File: config.mk
export PLATFORM = sky130hd
export DESIGN_NAME = reader_response_frame_receiver
export DESIGN_NICKNAME = d
export VERILOG_FILES = /design/src/rtl/rrfr_pkg.sv /design/src/rtl/rrfr_cfg.sv /design/src/rtl/rrfr_parser.sv /design/src/rtl/rrfr_out_buf.sv /design/src/rtl/reader_response_frame_receiver.sv
export SDC_FILE = /design/constraint.sdc
export NUM_CORES = 1
export LEC_CHECK = 0
export ABC_AREA = 1
export BUFFER_PORTS_ARGS = -buffer_cell sky130_fd_sc_hd__buf_2
export CORE_ASPECT_RATIO = 1.5
export CORE_MARGIN = 2
export CORE_UTILIZATION = 35
export DETAILED_ROUTE_END_ITERATION = 6
export PLACE_DENSITY = 0.58
export SLEW_MARGIN = 20
export SYNTH_ARGS = -nofsm -noshare
export SYNTH_HDL_FRONTEND = slang
export SYNTH_HIERARCHICAL = 1
export SYNTH_SLANG_ARGS = --single-unit
File: constraint.sdc
create_clock -name clk -period 4.6 [get_ports clk]
set_input_delay 0.69 -clock clk [delete_from_list [all_inputs] [get_ports clk]]
set_output_delay 0.69 -clock clk [all_outputs]
set_load 0.01 [all_outputs]
File: src/rtl/rrfr_pkg.sv
package rrfr_pkg;

  // Frame constants
  localparam logic [7:0]  HDR_FIRST   = 8'hAA;
  localparam logic [7:0]  HDR_SECOND  = 8'hBB;
  localparam logic [15:0] QUIRK_LEN   = 16'h000A;
  localparam logic [15:0] QUIRK_CMD   = 16'h0212;
  localparam logic [15:0] QUIRK_FIX   = 16'h000D;
  localparam logic [15:0] HDR_TAIL    = 16'd6;     // reserved, command, status and checksum bytes
  localparam logic [15:0] MAX_DATA    = 16'd255;   // payload byte limit

  // Register map
  localparam int unsigned CFG_AW          = 3;
  localparam logic        REG_EXP_CMD     = 1'b0;
  localparam logic        REG_TIMEOUT     = 1'b1;
  localparam logic [23:0] TIMEOUT_RST     = 24'd3000;

  // Result codes
  localparam logic [2:0] RC_OK       = 3'd0;
  localparam logic [2:0] RC_CSUM     = 3'd1;
  localparam logic [2:0] RC_STATUS   = 3'd2;
  localparam logic [2:0] RC_TIMEOUT  = 3'd3;
  localparam logic [2:0] RC_BAD_LEN  = 3'd4;

  typedef struct packed {
    logic [15:0] expected_command;
    logic [23:0] timeout_ticks;
  } cfg_t;

  typedef struct packed {
    logic [7:0] data_byte;
    logic [7:0] device_status;
    logic [2:0] result_code;
    logic [7:0] data_count;
    logic       last;
  } res_t;

endpackage

File: src/rtl/rrfr_cfg.sv
module rrfr_cfg (
  input  logic                          clk,
  input  logic                          rst_n,
  input  logic                          cfg_psel,
  input  logic                          cfg_penable,
  input  logic                          cfg_pwrite,
  input  logic [rrfr_pkg::CFG_AW-1:0]   cfg_paddr,
  input  logic [31:0]                   cfg_pwdata,
  output logic [31:0]                   cfg_prdata,
  output logic                          cfg_pready,
  output rrfr_pkg::cfg_t                cfg
);

  logic        wr_en;
  logic        reg_sel;
  logic [15:0] exp_cmd_r;
  logic [23:0] timeout_r;

  assign cfg_pready = 1'b1;
  assign wr_en      = cfg_psel & cfg_penable & cfg_pwrite & cfg_pready;
  assign reg_sel    = cfg_paddr[2];

  // Register writes
  always_ff @(posedge clk) begin
    if (!rst_n) begin
      exp_cmd_r <= '0;
      timeout_r <= rrfr_pkg::TIMEOUT_RST;
    end else if (wr_en) begin
      unique case (reg_sel)
        rrfr_pkg::REG_EXP_CMD: exp_cmd_r <= cfg_pwdata[15:0];
        rrfr_pkg::REG_TIMEOUT: timeout_r <= cfg_pwdata[23:0];
        default: ;
      endcase
    end
  end

  // Read mux
  always_comb begin
    unique case (reg_sel)
      rrfr_pkg::REG_EXP_CMD: cfg_prdata = {16'd0, exp_cmd_r};
      rrfr_pkg::REG_TIMEOUT: cfg_prdata = {8'd0, timeout_r};
      default:               cfg_prdata = '0;
    endcase
  end

  assign cfg.expected_command = exp_cmd_r;
  assign cfg.timeout_ticks    = timeout_r;

endmodule

File: src/rtl/rrfr_parser.sv
module rrfr_parser #(
  parameter logic [15:0] MAX_DATA = rrfr_pkg::MAX_DATA
) (
  input  logic            clk,
  input  logic            rst_n,
  input  rrfr_pkg::cfg_t  cfg,
  input  logic            acc,
  input  logic            is_tick,
  input  logic [7:0]      rx_byte,
  output logic            res_valid,
  output rrfr_pkg::res_t  res
);

  typedef enum logic [3:0] {
    PH_HUNT, PH_LEN_LO, PH_LEN_HI, PH_RES0, PH_RES1,
    PH_CMD_LO, PH_CMD_HI, PH_STATUS, PH_DATA, PH_CSUM
  } phase_t;

  phase_t      phase_r,    phase_nxt;
  logic        armed_r,    armed_nxt;
  logic [7:0]  len_lo_r,   len_lo_nxt;
  logic [7:0]  data_len_r, data_len_nxt;
  logic [7:0]  cmd_lo_r,   cmd_lo_nxt;
  logic [7:0]  xor_r,      xor_nxt;
  logic [7:0]  status_r,   status_nxt;
  logic [7:0]  left_r,     left_nxt;
  logic [23:0] idle_r,     idle_nxt;

  logic [24:0] tick_sum;
  logic [15:0] len_raw;
  logic [15:0] len_eff;
  logic [15:0] len_pay;
  logic        len_bad;
  logic [15:0] cmd_full;

  assign tick_sum = {1'b0, idle_r} + 25'd1;
  assign len_raw  = {rx_byte, len_lo_r};
  assign len_eff  = (len_raw == rrfr_pkg::QUIRK_LEN &&
                     cfg.expected_command == rrfr_pkg::QUIRK_CMD) ?
                    rrfr_pkg::QUIRK_FIX : len_raw;
  assign len_pay  = len_eff - rrfr_pkg::HDR_TAIL;
  assign len_bad  = (len_eff < rrfr_pkg::HDR_TAIL) || (len_pay > MAX_DATA);
  assign cmd_full = {rx_byte, cmd_lo_r};

  // Per-item state update
  always_comb begin
    phase_nxt    = phase_r;
    armed_nxt    = armed_r;
    len_lo_nxt   = len_lo_r;
    data_len_nxt = data_len_r;
    cmd_lo_nxt   = cmd_lo_r;
    xor_nxt      = xor_r;
    status_nxt   = status_r;
    left_nxt     = left_r;
    idle_nxt     = idle_r;
    res_valid    = 1'b0;
    res          = '0;
    if (acc) begin
      if (is_tick) begin
        if (tick_sum >= {1'b0, cfg.timeout_ticks}) begin
          idle_nxt        = '0;
          phase_nxt       = PH_HUNT;
          armed_nxt       = 1'b0;
          res_valid       = 1'b1;
          res.result_code = rrfr_pkg::RC_TIMEOUT;
          res.last        = 1'b1;
        end else begin
          idle_nxt = tick_sum[23:0];
        end
      end else begin
        idle_nxt = '0;
        unique case (phase_r)
          PH_HUNT: begin
            if (armed_r && rx_byte == rrfr_pkg::HDR_SECOND) begin
              armed_nxt = 1'b0;
              phase_nxt = PH_LEN_LO;
            end else begin
              armed_nxt = (rx_byte == rrfr_pkg::HDR_FIRST);
            end
          end
          PH_LEN_LO: begin
            len_lo_nxt = rx_byte;
            phase_nxt  = PH_LEN_HI;
          end
          PH_LEN_HI: begin
            if (len_bad) begin
              phase_nxt       = PH_HUNT;
              armed_nxt       = 1'b0;
              res_valid       = 1'b1;
              res.result_code = rrfr_pkg::RC_BAD_LEN;
              res.last        = 1'b1;
            end else begin
              data_len_nxt = len_pay[7:0];
              xor_nxt      = '0;
              phase_nxt    = PH_RES0;
            end
          end
          PH_RES0: begin
            xor_nxt   = xor_r ^ rx_byte;
            phase_nxt = PH_RES1;
          end
          PH_RES1: begin
            xor_nxt   = xor_r ^ rx_byte;
            phase_nxt = PH_CMD_LO;
          end
          PH_CMD_LO: begin
            cmd_lo_nxt = rx_byte;
            phase_nxt  = PH_CMD_HI;
          end
          PH_CMD_HI: begin
            if (cmd_full != cfg.expected_command) begin
              // wrong command: drop silently
              phase_nxt = PH_HUNT;
              armed_nxt = 1'b0;
            end else begin
              xor_nxt   = xor_r ^ cmd_lo_r ^ rx_byte;
              phase_nxt = PH_STATUS;
            end
          end
          PH_STATUS: begin
            status_nxt = rx_byte;
            xor_nxt    = xor_r ^ rx_byte;
            left_nxt   = data_len_r;
            phase_nxt  = (data_len_r == 8'd0) ? PH_CSUM : PH_DATA;
          end
          PH_DATA: begin
            xor_nxt           = xor_r ^ rx_byte;
            left_nxt          = left_r - 8'd1;
            if (left_r == 8'd1) begin
              phase_nxt = PH_CSUM;
            end
            res_valid         = 1'b1;
            res.data_byte     = rx_byte;
            res.device_status = status_r;
          end
          PH_CSUM: begin
            phase_nxt         = PH_HUNT;
            armed_nxt         = 1'b0;
            res_valid         = 1'b1;
            res.device_status = status_r;
            res.data_count    = data_len_r;
            res.last          = 1'b1;
            if (rx_byte != xor_r) begin
              res.result_code = rrfr_pkg::RC_CSUM;
            end else if (status_r != 8'd0) begin
              res.result_code = rrfr_pkg::RC_STATUS;
            end else begin
              res.result_code = rrfr_pkg::RC_OK;
            end
          end
          default: begin
            phase_nxt = PH_HUNT;
            armed_nxt = 1'b0;
          end
        endcase
      end
    end
  end

  // State registers
  always_ff @(posedge clk) begin
    if (!rst_n) begin
      phase_r    <= PH_HUNT;
      armed_r    <= 1'b0;
      len_lo_r   <= '0;
      data_len_r <= '0;
      cmd_lo_r   <= '0;
      xor_r      <= '0;
      status_r   <= '0;
      left_r     <= '0;
      idle_r     <= '0;
    end else begin
      phase_r    <= phase_nxt;
      armed_r    <= armed_nxt;
      len_lo_r   <= len_lo_nxt;
      data_len_r <= data_len_nxt;
      cmd_lo_r   <= cmd_lo_nxt;
      xor_r      <= xor_nxt;
      status_r   <= status_nxt;
      left_r     <= left_nxt;
      idle_r     <= idle_nxt;
    end
  end

endmodule

File: src/rtl/rrfr_out_buf.sv
module rrfr_out_buf (
  input  logic            clk,
  input  logic            rst_n,
  input  logic            push,
  input  rrfr_pkg::res_t  push_data,
  output logic            space,
  output logic            out_valid,
  input  logic            out_ready,
  output rrfr_pkg::res_t  out_data
);

  logic           out_valid_r;
  logic           skid_valid_r;
  rrfr_pkg::res_t out_r;
  rrfr_pkg::res_t skid_r;
  logic           slot_free;

  assign slot_free = !out_valid_r || out_ready;
  assign space     = !skid_valid_r;
  assign out_valid = out_valid_r;
  assign out_data  = out_r;

  // Control: output slot refills from skid first
  always_ff @(posedge clk) begin
    if (!rst_n) begin
      out_valid_r  <= 1'b0;
      skid_valid_r <= 1'b0;
    end else if (slot_free) begin
      if (skid_valid_r) begin
        out_valid_r  <= 1'b1;
        skid_valid_r <= 1'b0;
      end else begin
        out_valid_r  <= push;
      end
    end else if (push) begin
      skid_valid_r <= 1'b1;
    end
  end

  // Payload
  always_ff @(posedge clk) begin
    if (slot_free) begin
      out_r <= skid_valid_r ? skid_r : push_data;
    end else if (push) begin
      skid_r <= push_data;
    end
  end

endmodule

File: src/rtl/reader_response_frame_receiver.sv
// Reader response frame receiver. Each input transfer carries one received
// byte (in_tuser = 0) or one time tick (in_tuser = 1). The block hunts for the
// AA BB header, parses length, reserved, command and status fields, streams
// the payload bytes out as they arrive (tlast = 0), and closes each frame,
// timeout or bad length with one tlast = 1 transfer carrying the result code.
// Frames whose command differs from expected_command are dropped silently.
// MAX_DATA sets the largest payload length accepted.
// Throughput is one input transfer per clock: the parser computes its next
// state and result combinationally, and results land in a two-entry output
// register with skid stage, so in_tready drops only when both entries hold
// untaken results. Results pass through the skid stage only when stalled.
module reader_response_frame_receiver #(
  parameter logic [15:0] MAX_DATA = rrfr_pkg::MAX_DATA
) (
  input  logic                         clk,
  input  logic                         rst_n,
  // input stream
  input  logic                         in_tvalid,
  output logic                         in_tready,
  input  logic [7:0]                   in_tdata,   // [7:0] rx_byte
  input  logic                         in_tuser,   // [0] is_tick
  // result stream
  output logic                         out_tvalid,
  input  logic                         out_tready,
  output logic [31:0]                  out_tdata,  // [7:0] data_byte, [15:8] device_status,
                                                   // [18:16] result_code, [26:19] data_count
  output logic                         out_tlast,
  // configuration
  input  logic                         cfg_psel,
  input  logic                         cfg_penable,
  input  logic                         cfg_pwrite,
  input  logic [rrfr_pkg::CFG_AW-1:0]  cfg_paddr,
  input  logic [31:0]                  cfg_pwdata,
  output logic [31:0]                  cfg_prdata,
  output logic                         cfg_pready
);

  rrfr_pkg::cfg_t cfg;
  rrfr_pkg::res_t res;
  rrfr_pkg::res_t out_res;
  logic           res_valid;
  logic           in_acc;
  logic           space;

  assign in_tready = space;
  assign in_acc    = in_tvalid & in_tready;

  rrfr_cfg u_cfg (
    .clk         (clk),
    .rst_n       (rst_n),
    .cfg_psel    (cfg_psel),
    .cfg_penable (cfg_penable),
    .cfg_pwrite  (cfg_pwrite),
    .cfg_paddr   (cfg_paddr),
    .cfg_pwdata  (cfg_pwdata),
    .cfg_prdata  (cfg_prdata),
    .cfg_pready  (cfg_pready),
    .cfg         (cfg)
  );

  rrfr_parser #(
    .MAX_DATA (MAX_DATA)
  ) u_parser (
    .clk       (clk),
    .rst_n     (rst_n),
    .cfg       (cfg),
    .acc       (in_acc),
    .is_tick   (in_tuser),
    .rx_byte   (in_tdata),
    .res_valid (res_valid),
    .res       (res)
  );

  rrfr_out_buf u_out_buf (
    .clk       (clk),
    .rst_n     (rst_n),
    .push      (res_valid),
    .push_data (res),
    .space     (space),
    .out_valid (out_tvalid),
    .out_ready (out_tready),
    .out_data  (out_res)
  );

  // Pack result fields, data_byte in the lowest bits
  assign out_tdata = {5'd0, out_res.data_count, out_res.result_code,
                      out_res.device_status, out_res.data_byte};
  assign out_tlast = out_res.last;

endmodule
==> flow_summary.ini <==
[sta]
worst_slew_pin_slew_ns = 1.08
fmax_mhz = 249
rsz0062_at_grt = false
clock_skew_ns = 0.0145
maxSlewViolCount = 0
hold_ws_ns = 0.471
tns_ns = 0
period_needed_ns = 4.02
slew-limit-headroom = 0.282
setup_viol = 0
period_share = 0.874
hold_viol_final = 0

[global_route]
grt_pass1_wl_um = 39500
grt_pass1_vias = 7932
antenna_found_initial = 0
gr-total-overflow = 0
grt_use_total = 0.169
grt_max_degree = 51

[logic_synthesis]
syn-cell-area_um2 = 9650
synth_cells = 1301
ys_ff_latch = 175
yosysWarnings = 6
syn_area_per_cell_um2 = 7.42
ys_types = 44
yosysSeqAreaShare = 0.421

[worst_setup_path]
path_class = reg2reg
timing.rr.start = u_parser/idle_r[0]
cp_common_cell = nand2_1
path_buf_inv = 4
reg2reg_depth = 22
worst-path-stages = 22
slowest_delay_ns = 0.41
endpoint = u_out_buf/skid_r[22]
cp_top_family = simple AND/OR/NAND/NOR gates
end_kind = register
r2r_end = u_out_buf/skid_r[22]
cp-startpoint = u_parser/idle_r[0]
worstPathCellList = ha_1, nand2_1, nor2_2, inv_2, nor2_4, nand3_1, nor3_2, nand2_1, xor2_1, inv_1, ha_1, nand2_1, nor2_1, nand4_2, nor2_1, nand2_1, nand4_4, nand2_1, a21oi_1, inv_1, nor2_2, buf_4
rrSetupSlack_ns = 0.58
cp.arrival_ns = 4.15
crit_required_ns = 4.73
crit_path_max_fanout = 17
start_kind = register
crit_slowest_cell = dfxtp_1

[cts]
cts-htree-levels = 4
cts_tree = built
cts-root-buf = clkbuf_16
cts_sinks = 175
clk_latency_ns = 0.44
clk_pin_slew_ns = 0.08
cts_made_buffers = 17
clock_path_buffers = 2
hold_buffers = 0

[detailed_routing]
routed_wl_um = 24500
vias = 8338
drc = 0
ant_nets = 0
drt_iter0_markers = 435
dr.pass1.iters = 7
wl_per_cell_um = 14.2
vias_per_cell = 4.84

[placed_design]
gp_congestion = 0.865
numPortBuffers = 94
dp_hpwl_um = 18200

[floorplanning]
core_area_um2 = 27200
initial_utilization = 0.355
die_height_um = 207
rows = 74
die_area_um2 = 28900
dieWidth_um = 140
ios = 119

[finish]
fin_util = 0.398
final_common_cell = nand2_1
antenna_cells = 0
nNetsFinal = 1445
areaGrowthSynthToFinish_pct = 12.3
most-common-layout-cells = nand2_1, inv_1, nor2_1
layout-drive-gt1-share = 0.136

[power_and_ir_drop]
powerDensity_nw_per_um2 = 306
p_leak_uw = 0.00480
finalPower_uw = 3320
ir_worst_vdd_mv = 0.265

[run]
cap_violations = 0

[min_path]
hold_path_class = in2reg

[status]
status = completed
==> flip-flops by register name, summed over array words and instances (netlist names) <==
register / cells
u_parser/status_r: 8
u_out_buf/skid_r: 28
u_out_buf/out_data: 28
u_parser/cmd_lo_r: 8
u_cfg/exp_cmd_r: 16
u_parser/xor_r: 8
u_parser/len_lo_r: 8
u_parser/idle_r: 24
u_out_buf/out_valid: 1
u_out_buf/skid_valid_r: 1
u_parser/phase_r: 4
u_parser/data_len_r: 8
u_cfg/timeout_r: 24
u_parser/armed_r: 1
u_parser/left_r: 8
==> area by class of cell <==
class | instances | area (um^2)
sequential | 175 | 4060
fill | 2905 | 16400
multi-input combinational | 911 | 4620
timing repair buffer | 103 | 538
clock inverter | 14 | 141
clock buffer | 18 | 450
tap | 342 | 428
inverter | 158 | 596
==> synth_stat cells, drive strengths merged <==
| master | n | area share |
|---|---|---|
| nand3b | 5 | 0.0039 |
| dfxtp | 119 | 0.25 |
| and3 | 1 | 0.00065 |
| nor3 | 44 | 0.024 |
| nand3 | 85 | 0.045 |
| a21oi | 94 | 0.053 |
| o21bai | 1 | 0.00078 |
| nand4 | 18 | 0.014 |
| clkbuf | 24 | 0.0093 |
| a31oi | 3 | 0.0019 |
| xnor2 | 24 | 0.022 |
| xor2 | 32 | 0.029 |
| o211ai | 3 | 0.0023 |
| clkinv | 2 | 0.00078 |
| buf | 44 | 0.034 |
| o21a | 1 | 0.00078 |
| or2 | 2 | 0.0013 |
| inv | 156 | 0.061 |
| ha | 28 | 0.036 |
| o2111ai | 1 | 0.00091 |
| nor2 | 150 | 0.065 |
| edfxtp | 56 | 0.17 |
| a21boi | 1 | 0.00078 |
| nand2 | 349 | 0.14 |
| conb | 3 | 0.0012 |
| o21ai | 39 | 0.020 |
| nor4 | 10 | 0.0065 |
| a211oi | 5 | 0.0039 |
| and2 | 1 | 0.00065 |
==> kinds of logic (layout without fill, tap and decap cells) <==
group / Yosys count / in the layout / share of synthesized area
and+or+nand+nor: 665 / 665 / 0.300
buffers and inverters: 226 / 293 / 0.105
DFF: 175 / 175 / 0.421
AOI/OAI and AO/OA: 148 / 148 / 0.0850
xor gates and xnor gates: 56 / 56 / 0.0508
adders and majority gates: 28 / 28 / 0.0363
other: 3 / 14 / 0.00117
==> worst min path at each step <==
stage	from	end	slack [ns]	cells after the start
global placement	u_parser/status_r[1]	u_parser/status_r[1]	0.46	2
floorplan	u_parser/len_lo_r[0]	u_parser/len_lo_r[0]	0.44	2
detailed placement	u_parser/status_r[4]	u_parser/status_r[4]	0.47	2
CTS	cfg_pwdata[5]	u_cfg/timeout_r[5]	0.45	3
finish	cfg_pwdata[5]	u_cfg/timeout_r[5]	0.47	3
global route	cfg_pwdata[7]	u_cfg/timeout_r[7]	0.48	3
==> stage by stage <==
stage	worst slack, ns	cell area (um^2)	std cells
2_1_floorplan	0.109	9690	1312
3_3_place_gp	0.534	10200	1689
3_5_place_dp	0.481	10200	1689
4_1_cts	0.458	10800	1721
5_1_grt	0.129	10800	1721
6_report	0.581	10800	1721
==> where the power goes <==
| part | switching (uW) | leakage (uW) | internal [uW] |
|---|---|---|---|
| clock network | 692 | 0.000294 | 754 |
| registers | 17.3 | 0.00151 | 1610 |
| logic | 171 | 0.00300 | 79.8 |
==> what timing repair did <==
action | CTS | global route
setup buffers | 0 | 0
resized for setup | 0 | 1
setup endpoints to repair | 0 | 17
==> worst reg2reg max path, stage by stage, from the launching register on <==
cell and delay [ns]:
dfxtp_1 0.41, ha_1 0.20, nand2_1 0.10, nor2_2 0.15
inv_2 0.07, nor2_4 0.14, nand3_1 0.14, nor3_2 0.24
nand2_1 0.10, xor2_1 0.14, inv_1 0.09, ha_1 0.33
nand2_1 0.06, nor2_1 0.12, nand4_2 0.13, nor2_1 0.10
nand2_1 0.09, nand4_4 0.22, nand2_1 0.14, a21oi_1 0.24
inv_1 0.09, nor2_2 0.13, buf_4 0.28
==> routing by layer <==
layer / up-vias / track usage / routed length [um]
met5: - / 0 / 0
met4: 0 / 0.0672 / 676
met3: 41 / 0.0318 / 1010
met2: 180 / 0.315 / 12900
met1: 3848 / 0.187 / 9920
li1: 4269 / - / -
(Power assumes the default switching activity.)
